--- src/dsp_interface_mailbox_dma_regs_unit_macros.svh ---
// Assertion macros used by the unit controller.
`ifndef DSP_INTERFACE_MAILBOX_DMA_REGS_UNIT_MACROS_SVH
`define DSP_INTERFACE_MAILBOX_DMA_REGS_UNIT_MACROS_SVH

// Check a property at every rising edge of clk outside reset.
`define DIMR_ASSERT(label, prop, msg) \
	label: assert property (@(posedge clk) disable iff (!arst_n) (prop)) else $error(msg);

// Check that one condition is followed by another in the next cycle.
`define DIMR_ASSERT_NEXT(label, cond, nxt, msg) \
	label: assert property (@(posedge clk) disable iff (!arst_n) (cond) |=> (nxt)) else $error(msg);

`endif

--- src/dimr_pkg.sv ---
package dimr_pkg;

	localparam int unsigned ADDR_W = 8;
	localparam int unsigned DEPTH  = 1 << ADDR_W;

	// command codes
	localparam logic [2:0] CMD_REG_RD   = 3'd0;
	localparam logic [2:0] CMD_REG_WR   = 3'd1;
	localparam logic [2:0] CMD_MB_WR_HI = 3'd2;
	localparam logic [2:0] CMD_MB_WR_LO = 3'd3;
	localparam logic [2:0] CMD_MB_RD_HI = 3'd4;
	localparam logic [2:0] CMD_MB_RD_LO = 3'd5;
	localparam logic [2:0] CMD_MB_PEEK  = 3'd6;

	// special register addresses
	localparam logic [7:0] REG_DSCR  = 8'hc9;
	localparam logic [7:0] REG_DSBL  = 8'hcb;
	localparam logic [7:0] REG_DSPA  = 8'hcd;
	localparam logic [7:0] REG_DSMAH = 8'hce;
	localparam logic [7:0] REG_DSMAL = 8'hcf;
	localparam logic [7:0] REG_ARAM  = 8'hdd;
	localparam logic [7:0] REG_IRQ   = 8'hfb;
	localparam logic [7:0] REG_DMB_H = 8'hfc;
	localparam logic [7:0] REG_DMB_L = 8'hfd;
	localparam logic [7:0] REG_CMB_H = 8'hfe;
	localparam logic [7:0] REG_CMB_L = 8'hff;

	// DMA kinds
	localparam logic [2:0] DMA_NONE     = 3'd0;
	localparam logic [2:0] DMA_DRAM_IN  = 3'd1;
	localparam logic [2:0] DMA_DRAM_OUT = 3'd2;
	localparam logic [2:0] DMA_IRAM_IN  = 3'd3;
	localparam logic [2:0] DMA_IRAM_OUT = 3'd4;
	localparam logic [2:0] DMA_BAD_ADDR = 3'd5;
	localparam logic [2:0] DMA_BAD_CTL  = 3'd6;

	localparam logic [15:0] MB_DATA_MASK = 16'h7fff;
	localparam logic [15:0] MB_FULL      = 16'h8000;
	localparam logic [15:0] DSCR_CLR     = ~16'h0004;
	localparam logic [31:0] IRAM_MASK    = 32'h0fffffff;
	localparam logic [31:0] DRAM_MASK    = 32'h7fffffff;
	localparam logic [31:0] DRAM_LIMIT   = 32'h01ffffff;

	typedef enum logic [1:0] {
		ST_IDLE,
		ST_EXEC,
		ST_OUT
	} state_t;

	typedef struct packed {
		logic capture;
		logic execute;
	} dp_cmd_t;

endpackage

--- src/dimr_controller.sv ---
module dimr_controller (
	input  logic             clk,
	input  logic             arst_n,
	input  logic             in_valid,
	output logic             in_ready,
	output logic             out_valid,
	input  logic             out_ready,
	output dimr_pkg::dp_cmd_t cmd
);

	dimr_pkg::state_t state_q, state_d;

	always_ff @(posedge clk or negedge arst_n) begin
		if (!arst_n) begin
			state_q <= dimr_pkg::ST_IDLE;
		end else begin
			state_q <= state_d;
		end
	end

	always_comb begin
		state_d     = state_q;
		in_ready    = 1'b0;
		out_valid   = 1'b0;
		cmd.capture = 1'b0;
		cmd.execute = 1'b0;
		unique case (state_q)
			dimr_pkg::ST_IDLE: begin
				in_ready = 1'b1;
				if (in_valid) begin
					cmd.capture = 1'b1;
					state_d     = dimr_pkg::ST_EXEC;
				end
			end
			dimr_pkg::ST_EXEC: begin
				cmd.execute = 1'b1;
				state_d     = dimr_pkg::ST_OUT;
			end
			dimr_pkg::ST_OUT: begin
				out_valid = 1'b1;
				if (out_ready) begin
					state_d = dimr_pkg::ST_IDLE;
				end
			end
			default: begin
				state_d = dimr_pkg::ST_IDLE;
			end
		endcase
	end

`include "dsp_interface_mailbox_dma_regs_unit_macros.svh"

	`DIMR_ASSERT(a_no_overlap, !(in_ready && out_valid), "input taken while result pending")
	`DIMR_ASSERT_NEXT(a_cap_exec, cmd.capture, cmd.execute, "capture not followed by execute")
	`DIMR_ASSERT_NEXT(a_exec_out, cmd.execute, out_valid, "execute not followed by result")
	`DIMR_ASSERT_NEXT(a_out_idle, out_valid && out_ready, in_ready, "no return to idle")

endmodule

--- src/dimr_datapath.sv ---
module dimr_datapath #(
	parameter int unsigned MAX_DMA_BYTES = 16384
) (
	input  logic              clk,
	input  logic              arst_n,
	input  dimr_pkg::dp_cmd_t cmd,
	input  logic [2:0]        command,
	input  logic              mbox_sel,
	input  logic [7:0]        address,
	input  logic [15:0]       write_data,
	output logic [31:0]       read_data,
	output logic              dsp_irq,
	output logic [2:0]        dma_kind,
	output logic [30:0]       dma_main_address,
	output logic [15:0]       dma_dsp_address,
	output logic [14:0]       dma_length,
	output logic              aram_read
);

	localparam logic [15:0] MaxLen = 16'(MAX_DMA_BYTES);

	// latched beat
	logic [2:0]  cmd_q;
	logic        mb_q;
	logic [7:0]  addr_q;
	logic [15:0] wdata_q;

	// register file memory with per-entry valid bits
	logic [15:0] mem_q [dimr_pkg::DEPTH];
	logic [dimr_pkg::DEPTH-1:0] vld_q;
	logic [15:0] rdata_q;
	logic        rvld_q;
	logic        mem_we;

	// DMA descriptor registers held in flops
	logic [15:0] dscr_q, dsbl_q, dspa_q, dsmah_q, dsmal_q;
	logic [15:0] mb_hi_q [2];
	logic [15:0] mb_lo_q [2];

	// next values
	logic [31:0] rd_d;
	logic        irq_d, aram_d;
	logic [2:0]  kind_d;
	logic [30:0] maddr_d;
	logic [15:0] daddr_d;
	logic [14:0] len_d;
	logic [15:0] mb_hi_d [2];
	logic [15:0] mb_lo_d [2];
	logic [15:0] dscr_d, dsbl_d, dspa_d, dsmah_d, dsmal_d;
	logic        shadow_hit;
	logic [15:0] shadow_rd;
	logic [31:0] raw_addr;
	logic [31:0] iram_addr, dram_addr;

	always_ff @(posedge clk) begin
		if (cmd.capture) begin
			cmd_q   <= command;
			mb_q    <= mbox_sel;
			addr_q  <= address;
			wdata_q <= write_data;
			rdata_q <= mem_q[address];
		end
		if (mem_we) begin
			mem_q[addr_q] <= wdata_q;
		end
	end

	always_ff @(posedge clk or negedge arst_n) begin
		if (!arst_n) begin
			vld_q  <= '0;
			rvld_q <= 1'b0;
		end else begin
			if (cmd.capture) begin
				rvld_q <= vld_q[address];
			end
			if (mem_we) begin
				vld_q[addr_q] <= 1'b1;
			end
		end
	end

	always_comb begin
		shadow_hit = 1'b1;
		shadow_rd  = '0;
		unique case (addr_q)
			dimr_pkg::REG_DSCR:  shadow_rd = dscr_q;
			dimr_pkg::REG_DSBL:  shadow_rd = dsbl_q;
			dimr_pkg::REG_DSPA:  shadow_rd = dspa_q;
			dimr_pkg::REG_DSMAH: shadow_rd = dsmah_q;
			dimr_pkg::REG_DSMAL: shadow_rd = dsmal_q;
			default:             shadow_hit = 1'b0;
		endcase
	end

	assign raw_addr  = {dsmah_q, dsmal_q};
	assign iram_addr = raw_addr & dimr_pkg::IRAM_MASK;
	assign dram_addr = raw_addr & dimr_pkg::DRAM_MASK;

	always_comb begin
		rd_d    = '0;
		irq_d   = 1'b0;
		aram_d  = 1'b0;
		kind_d  = dimr_pkg::DMA_NONE;
		maddr_d = '0;
		daddr_d = '0;
		len_d   = '0;
		mem_we  = 1'b0;
		mb_hi_d = mb_hi_q;
		mb_lo_d = mb_lo_q;
		dscr_d  = dscr_q;
		dsbl_d  = dsbl_q;
		dspa_d  = dspa_q;
		dsmah_d = dsmah_q;
		dsmal_d = dsmal_q;
		unique case (cmd_q)
			dimr_pkg::CMD_REG_RD: begin
				priority if (addr_q == dimr_pkg::REG_DMB_H) begin
					rd_d = {16'd0, mb_hi_q[0]};
				end else if (addr_q == dimr_pkg::REG_CMB_H) begin
					rd_d = {16'd0, mb_hi_q[1]};
				end else if (addr_q == dimr_pkg::REG_CMB_L) begin
					rd_d       = {16'd0, mb_lo_q[1]};
					mb_hi_d[1] = mb_hi_q[1] & dimr_pkg::MB_DATA_MASK;
				end else if (addr_q == dimr_pkg::REG_ARAM) begin
					aram_d = 1'b1;
				end else if (shadow_hit) begin
					rd_d = {16'd0, shadow_rd};
				end else begin
					// unwritten entries read as zero
					rd_d = rvld_q ? {16'd0, rdata_q} : '0;
				end
			end
			dimr_pkg::CMD_REG_WR: begin
				priority if (addr_q == dimr_pkg::REG_IRQ) begin
					irq_d = wdata_q[0];
				end else if (addr_q == dimr_pkg::REG_DMB_H) begin
					mb_hi_d[0] = wdata_q & dimr_pkg::MB_DATA_MASK;
				end else if (addr_q == dimr_pkg::REG_DMB_L) begin
					mb_lo_d[0] = wdata_q;
					mb_hi_d[0] = mb_hi_q[0] | dimr_pkg::MB_FULL;
				end else if (addr_q == dimr_pkg::REG_DSBL) begin
					// launch with the new length, then drop DSCR bit 2
					dsbl_d = wdata_q;
					dscr_d = dscr_q & dimr_pkg::DSCR_CLR;
					if (dscr_q > 16'd3 || wdata_q > MaxLen) begin
						kind_d = dimr_pkg::DMA_BAD_CTL;
					end else begin
						daddr_d = {dspa_q[14:0], 1'b0};
						len_d   = wdata_q[14:0];
						if (dscr_q[1]) begin
							kind_d  = dscr_q[0] ? dimr_pkg::DMA_IRAM_OUT : dimr_pkg::DMA_IRAM_IN;
							maddr_d = iram_addr[30:0];
						end else begin
							maddr_d = dram_addr[30:0];
							if (dram_addr > dimr_pkg::DRAM_LIMIT) begin
								kind_d = dimr_pkg::DMA_BAD_ADDR;
							end else begin
								kind_d = dscr_q[0] ? dimr_pkg::DMA_DRAM_OUT
								                   : dimr_pkg::DMA_DRAM_IN;
							end
						end
					end
				end else if (addr_q == dimr_pkg::REG_DSCR) begin
					dscr_d = wdata_q;
				end else if (addr_q == dimr_pkg::REG_DSPA) begin
					dspa_d = wdata_q;
				end else if (addr_q == dimr_pkg::REG_DSMAH) begin
					dsmah_d = wdata_q;
				end else if (addr_q == dimr_pkg::REG_DSMAL) begin
					dsmal_d = wdata_q;
				end else begin
					mem_we = cmd.execute;
				end
			end
			dimr_pkg::CMD_MB_WR_HI: begin
				mb_hi_d[mb_q] = wdata_q & dimr_pkg::MB_DATA_MASK;
			end
			dimr_pkg::CMD_MB_WR_LO: begin
				mb_lo_d[mb_q] = wdata_q;
				mb_hi_d[mb_q] = mb_hi_q[mb_q] | dimr_pkg::MB_FULL;
			end
			dimr_pkg::CMD_MB_RD_HI: begin
				rd_d = {16'd0, mb_hi_q[mb_q]};
			end
			dimr_pkg::CMD_MB_RD_LO: begin
				rd_d          = {16'd0, mb_lo_q[mb_q]};
				mb_hi_d[mb_q] = mb_hi_q[mb_q] & dimr_pkg::MB_DATA_MASK;
			end
			dimr_pkg::CMD_MB_PEEK: begin
				rd_d = {mb_hi_q[mb_q], mb_lo_q[mb_q]};
			end
			default: begin
			end
		endcase
	end

	always_ff @(posedge clk or negedge arst_n) begin
		if (!arst_n) begin
			mb_hi_q <= '{default: '0};
			mb_lo_q <= '{default: '0};
			dscr_q  <= '0;
			dsbl_q  <= '0;
			dspa_q  <= '0;
			dsmah_q <= '0;
			dsmal_q <= '0;
		end else if (cmd.execute) begin
			mb_hi_q <= mb_hi_d;
			mb_lo_q <= mb_lo_d;
			dscr_q  <= dscr_d;
			dsbl_q  <= dsbl_d;
			dspa_q  <= dspa_d;
			dsmah_q <= dsmah_d;
			dsmal_q <= dsmal_d;
		end
	end

	always_ff @(posedge clk) begin
		if (cmd.execute) begin
			read_data        <= rd_d;
			dsp_irq          <= irq_d;
			aram_read        <= aram_d;
			dma_kind         <= kind_d;
			dma_main_address <= maddr_d;
			dma_dsp_address  <= daddr_d;
			dma_length       <= len_d;
		end
	end

endmodule

--- src/dsp_interface_mailbox_dma_regs_unit.sv ---
// DSP interface register file with two mailboxes and a DMA launcher. Each input beat
// carries one command: register read or write on the 256-entry interface file, or a
// write, read or peek of the DSP (0) or CPU (1) mailbox. Writing the low mailbox word
// sets the full flag in bit 15 of the high word; reading the low word clears it. A
// register write to DSBL launches a DMA from DSCR, DSPA, DSMAH, DSMAL and the new
// length, and reports its kind, addresses and length on the result beat; DSCR bit 2
// is then cleared. Every input beat yields exactly one result beat. The accept cycle
// issues the register file read, the next cycle executes the command with the
// registered read data and loads the result register, and the result is then
// offered until taken; the next beat is accepted in the cycle after the result
// leaves. The registered read of the single-port register file sets this sequence.
// The file has a valid flop per entry, so it reads as zero right after reset with
// no clearing pass.
module dsp_interface_mailbox_dma_regs_unit #(
	parameter int unsigned MAX_DMA_BYTES = 16384
) (
	input  logic        clk,
	input  logic        arst_n,
	input  logic        in_valid,
	output logic        in_ready,
	input  logic [2:0]  command,
	input  logic        mbox_sel,
	input  logic [7:0]  address,
	input  logic [15:0] write_data,
	output logic        out_valid,
	input  logic        out_ready,
	output logic [31:0] read_data,
	output logic        dsp_irq,
	output logic [2:0]  dma_kind,
	output logic [30:0] dma_main_address,
	output logic [15:0] dma_dsp_address,
	output logic [14:0] dma_length,
	output logic        aram_read
);

	dimr_pkg::dp_cmd_t cmd;

	// sequence accept, execute and result hand-off
	dimr_controller u_ctrl (
		.clk       (clk),
		.arst_n    (arst_n),
		.in_valid  (in_valid),
		.in_ready  (in_ready),
		.out_valid (out_valid),
		.out_ready (out_ready),
		.cmd       (cmd)
	);

	// hold the register file, mailboxes, DMA descriptor and result register
	dimr_datapath #(
		.MAX_DMA_BYTES (MAX_DMA_BYTES)
	) u_dp (
		.clk              (clk),
		.arst_n           (arst_n),
		.cmd              (cmd),
		.command          (command),
		.mbox_sel         (mbox_sel),
		.address          (address),
		.write_data       (write_data),
		.read_data        (read_data),
		.dsp_irq          (dsp_irq),
		.dma_kind         (dma_kind),
		.dma_main_address (dma_main_address),
		.dma_dsp_address  (dma_dsp_address),
		.dma_length       (dma_length),
		.aram_read        (aram_read)
	);

endmodule

--- config.mk ---
export PLATFORM = sky130hd
export DESIGN_NAME = dsp_interface_mailbox_dma_regs_unit
export DESIGN_NICKNAME = d
export VERILOG_FILES = /design/src/dimr_pkg.sv /design/src/dimr_controller.sv /design/src/dimr_datapath.sv /design/src/dsp_interface_mailbox_dma_regs_unit.sv
export VERILOG_INCLUDE_DIRS = /design/src /design/src/src
export SDC_FILE = /design/constraint.sdc
export NUM_CORES = 2
export LEC_CHECK = 0
export BUFFER_PORTS_ARGS = -buffer_cell sky130_fd_sc_hd__buf_2
export CAP_MARGIN = 40
export CELL_PAD_IN_SITES_DETAIL_PLACEMENT = 1
export CELL_PAD_IN_SITES_GLOBAL_PLACEMENT = 2
export CORE_UTILIZATION = 25
export CTS_CLUSTER_DIAMETER = 120
export DETAILED_ROUTE_END_ITERATION = 6
export MAX_ROUTING_LAYER = met4
export PLACE_DENSITY_LB_ADDON = 0.1
export SYNTH_ARGS = -nofsm -noshare
export SYNTH_HDL_FRONTEND = slang
export SYNTH_SLANG_ARGS = --single-unit
export TNS_END_PERCENT = 10
--- constraint.sdc ---
create_clock -name clk -period 5.4 [get_ports clk]
set_clock_uncertainty 0.05 [all_clocks]
set_input_delay 0.81 -clock clk [delete_from_list [all_inputs] [get_ports clk]]
set_output_delay 0.81 -clock clk [all_outputs]
set_load 0.005 [all_outputs]
==> flow_metrics.tcl <==
set metrics [dict create \
    status "complete, but fails checks" \
    violations "DRC" \
    synth.mux.area_fraction 0.149 \
    max_slew.worst_pin.slew_ns 1.26 \
    rsz0062_at_grt "false" \
    hold_slack_ns 0.288 \
    n_fill_cell 70300 \
    syn_inst 8250 \
    wire_per_inst_um 32.2 \
    p_leak_nw 69.9 \
    postRouteAntennaNets 0 \
    hold_depth 3 \
    start_util 0.252 \
    clk_pin_slew_ns 0.06 \
    via_per_inst 4.65 \
    synth-edff-count 4238 \
    fin_crit_sh 0.785 \
    htreeDepth 6 \
    drive_gt1_frac 0.344 \
    endpoint_kind "flop" \
    overflow 0 \
    maxCapViolations 0 \
    firstDrtPassIters 7 \
    die_w_um 844 \
    synth-seq-cells 4641 \
    r2r_start "u_dp.cmd_q[1]$_DFFE_PP_" \
    worst_skew_pair.late_latency_ns 1.09 \
    r2r-end "u_dp.mem_q[91][1]$_DFFE_PP_" \
    dieHeight_um 844 \
    synth_fa_ha_area_frac 0 \
    synth_compound_area_frac 0.0374 \
    ctsResizeCount 0 \
    regArea_um2 137000 \
    vias 89200 \
    synthXorXnorAreaFrac 0.0000494 \
    port_buffers 131 \
    routabilityCongestion 0.753 \
    multi_input_area_um2 38700 \
    wl_um 617000 \
    min-delay-start "in_valid" \
    dp.cells 18100 \
    hold_path_end "u_ctrl.state_q[0]$_DFFE_PN0P_" \
    drc 172 \
    drv_slew 0 \
    finalSetupViolCount 0 \
    powerDensity_nw_per_um2 398 \
    syn_avg_cell_area_um2 21.5 \
    final_nets 9432 \
    clkSinkCount 4641 \
    worst_r2r_path_depth 9 \
    dieArea_um2 713000 \
    rrSetupSlack_ns 1.16 \
    drt_iter0_markers 7470 \
    arrival_ns 4.93 \
    postCtsSetupBuffers 0 \
    fp-row-count 308 \
    core-area_um2 705000 \
    dp_hpwl_um 383000 \
    clock_path_buffers 4 \
    fmax_ghz 0.236 \
    final_hold_viol_count 0 \
    cts_hold_buffers 23 \
    synth_cell_types 59 \
    cts_inserted_buffers 552 \
    worstPathMaxFanout 9 \
    area_delta_synth_final_pct 20.8 \
    cts_tree "yes" \
    yosys.area_share.simple 0.0250 \
    synth_top_family_by_area "multiplexers" \
    critPathKind "flop to flop" \
    synth_area_um2 177000 \
    async_reset_ff_frac 0.0868 \
    slew_headroom 0.161 \
    io_pins 133 \
    grt_pass1_vias 96200 \
    required_ns 6.09 \
    grt_start_max_net_pins 158 \
    yosysSeqAreaShare 0.775 \
    finalSetupTns_ns 0 \
    finalNonFillerCells 19200 \
    track_usage 0.174 \
    hp-class "primary input to flop" \
    cts-root-buf "clkbuf_16" \
    p_total_mw 85.2 \
    grt_pass1_wl_um 842000 \
    yosys_warnings 0 \
    antenna_found_initial 66 \
    vdd_drop_max_mv 0.232 \
    post-route-min-period_ns 4.24 \
    startpoint_type "flop" \
    ys.flop_type "edfxtp_1" \
]
==> registers in the layout, indices dropped and copies added (netlist names), 8 cells and up <==
name and flops:
u_dp.mem_q 4096, u_dp.vld_q 256, u_dp.mb_hi_q 32, u_dp.mb_lo_q 32, u_dp.read_data 32, u_dp.dma_main_address 31, u_dp.dsbl_q 16, u_dp.dscr_q 16
u_dp.dsmah_q 16, u_dp.dsmal_q 16, u_dp.dspa_q 16, u_dp.rdata_q 16, u_dp.wdata_q 16, u_dp.dma_dsp_address 15, u_dp.dma_length 15, u_dp.addr_q 8
==> critical path: stages, from the launching register on <==
cell	delay [ns]
edfxtp_1	0.37
buf_4	0.20
nor3b_1	0.50
nand2_1	0.45
a31oi_2	0.72
nand3_2	0.10
buf_4	0.27
buf_12	0.22
nor2_2	0.59
buf_4	0.33
==> per-stage QoR <==
| step | worst slack (ns) | area [um2] | utilization |
|---|---|---|---|
| CTS | 1.09 | 214000 | 0.304 |
| global placement | -0.445 | 195000 | 0.277 |
| finish | 1.16 | 214000 | 0.304 |
| floorplan | 0.368 | 178000 | - |
| global route | 0.942 | 214000 | 0.304 |
| detailed placement | -0.0266 | 196000 | 0.279 |
==> cell usage in the layout, fill, tap and decap left out, types with 59 or more instances in the layout <==
| cell | count |
|---|---|
| clkinv_2 | 65 |
| and2_1 | 59 |
| nor2_1 | 111 |
| or2_2 | 236 |
| a22oi_1 | 545 |
| mux4_2 | 1082 |
| mux2_2 | 149 |
| nor4_1 | 67 |
| conb_1 | 129 |
| edfxtp_1 | 4238 |
| nor2_2 | 172 |
| dfrtp_1 | 403 |
| clkinv_1 | 97 |
| a21oi_1 | 263 |
| clkbuf_16 | 564 |
| clkbuf_1 | 154 |
| buf_4 | 674 |
| buf_2 | 134 |
| buf_12 | 108 |
==> how the worst max path moves through the flow <==
stage,from,end,depth (start not counted)
CTS,u_ctrl.state_q[1]$_DFFE_PN0P_,u_dp.mem_q[91][1]$_DFFE_PP_,10
global placement,address[0],u_dp.rdata_q[15]$_DFFE_PP_,10
finish,u_dp.cmd_q[1]$_DFFE_PP_,u_dp.mem_q[91][1]$_DFFE_PP_,9
floorplan,u_dp.wdata_q[8]$_DFFE_PP_,u_dp.dma_dsp_address[10]$_SDFFCE_PP0P_,8
detailed placement,address[0],u_dp.rdata_q[15]$_DFFE_PP_,11
global route,u_dp.cmd_q[1]$_DFFE_PP_,u_dp.mem_q[91][1]$_DFFE_PP_,9
==> power breakdown <==
| group | internal [mW] | switching, mW | leakage, nW |
|---|---|---|---|
| Sequential | 41.3 | 0.439 | 43.8 |
| Combinational | 2.12 | 5.14 | 17.6 |
| Clock | 20.8 | 15.3 | 8.48 |
| Total | 64.2 | 20.9 | 69.9 |
==> routing by layer <==
metal  vias up  GRT usage  share of wire
li1      36900          -              -
met1     49600      0.239           0.46
met2      2014      0.280           0.48
met3       669     0.0212          0.039
met4         0     0.0333          0.020
met5         -          -              0
==> cell usage after synthesis (10+ instances only) <==
library cell,instances,area [um2]
a31oi_1,19,119
o22ai_1,50,313
nand4_1,14,87.6
buf_2,96,480
a211oi_1,20,150
or2_1,29,181
mux4_2,1082,24400
a21oi_1,263,1320
nand2_1,47,176
buf_6,36,405
buf_4,23,173
mux2i_1,40,400
a22oi_1,545,4090
nand3_1,33,165
or2_2,237,1480
o22a_1,16,140
dfrtp_1,403,10100
o31ai_1,18,135
nor2_1,287,1080
edfxtp_1,4238,127000
and2_1,60,375
buf_1,63,236
inv_1,10,37.5
nor4_1,75,469
nand2b_1,11,68.8
mux2_2,149,1680
a222oi_1,16,160
clkbuf_1,294,1100
nor2b_1,13,81.3
==> final cells by class <==
class	instances	area share
clock inverters	246	0.0103
flip-flops and latches	4641	0.641
repair buffers	980	0.0421
inverters	11	0.000204
clock buffers	756	0.0710
multi-input cells	3214	0.181
diodes	27	0.000315
well taps	9300	0.0543
==> kinds of logic (layout without fill, tap and decap cells) <==
kind of cell,count (synthesis),count (layout)
multiplexers,1271,1271
other,1,156
flip-flops,4641,4641
XOR/XNOR,1,1
AND/OR/NAND/NOR,840,840
AO/OA/AOI/OAI,973,973
buffers and inverters,523,1993
No activity file was read; power rests on OpenSTA's default activity.
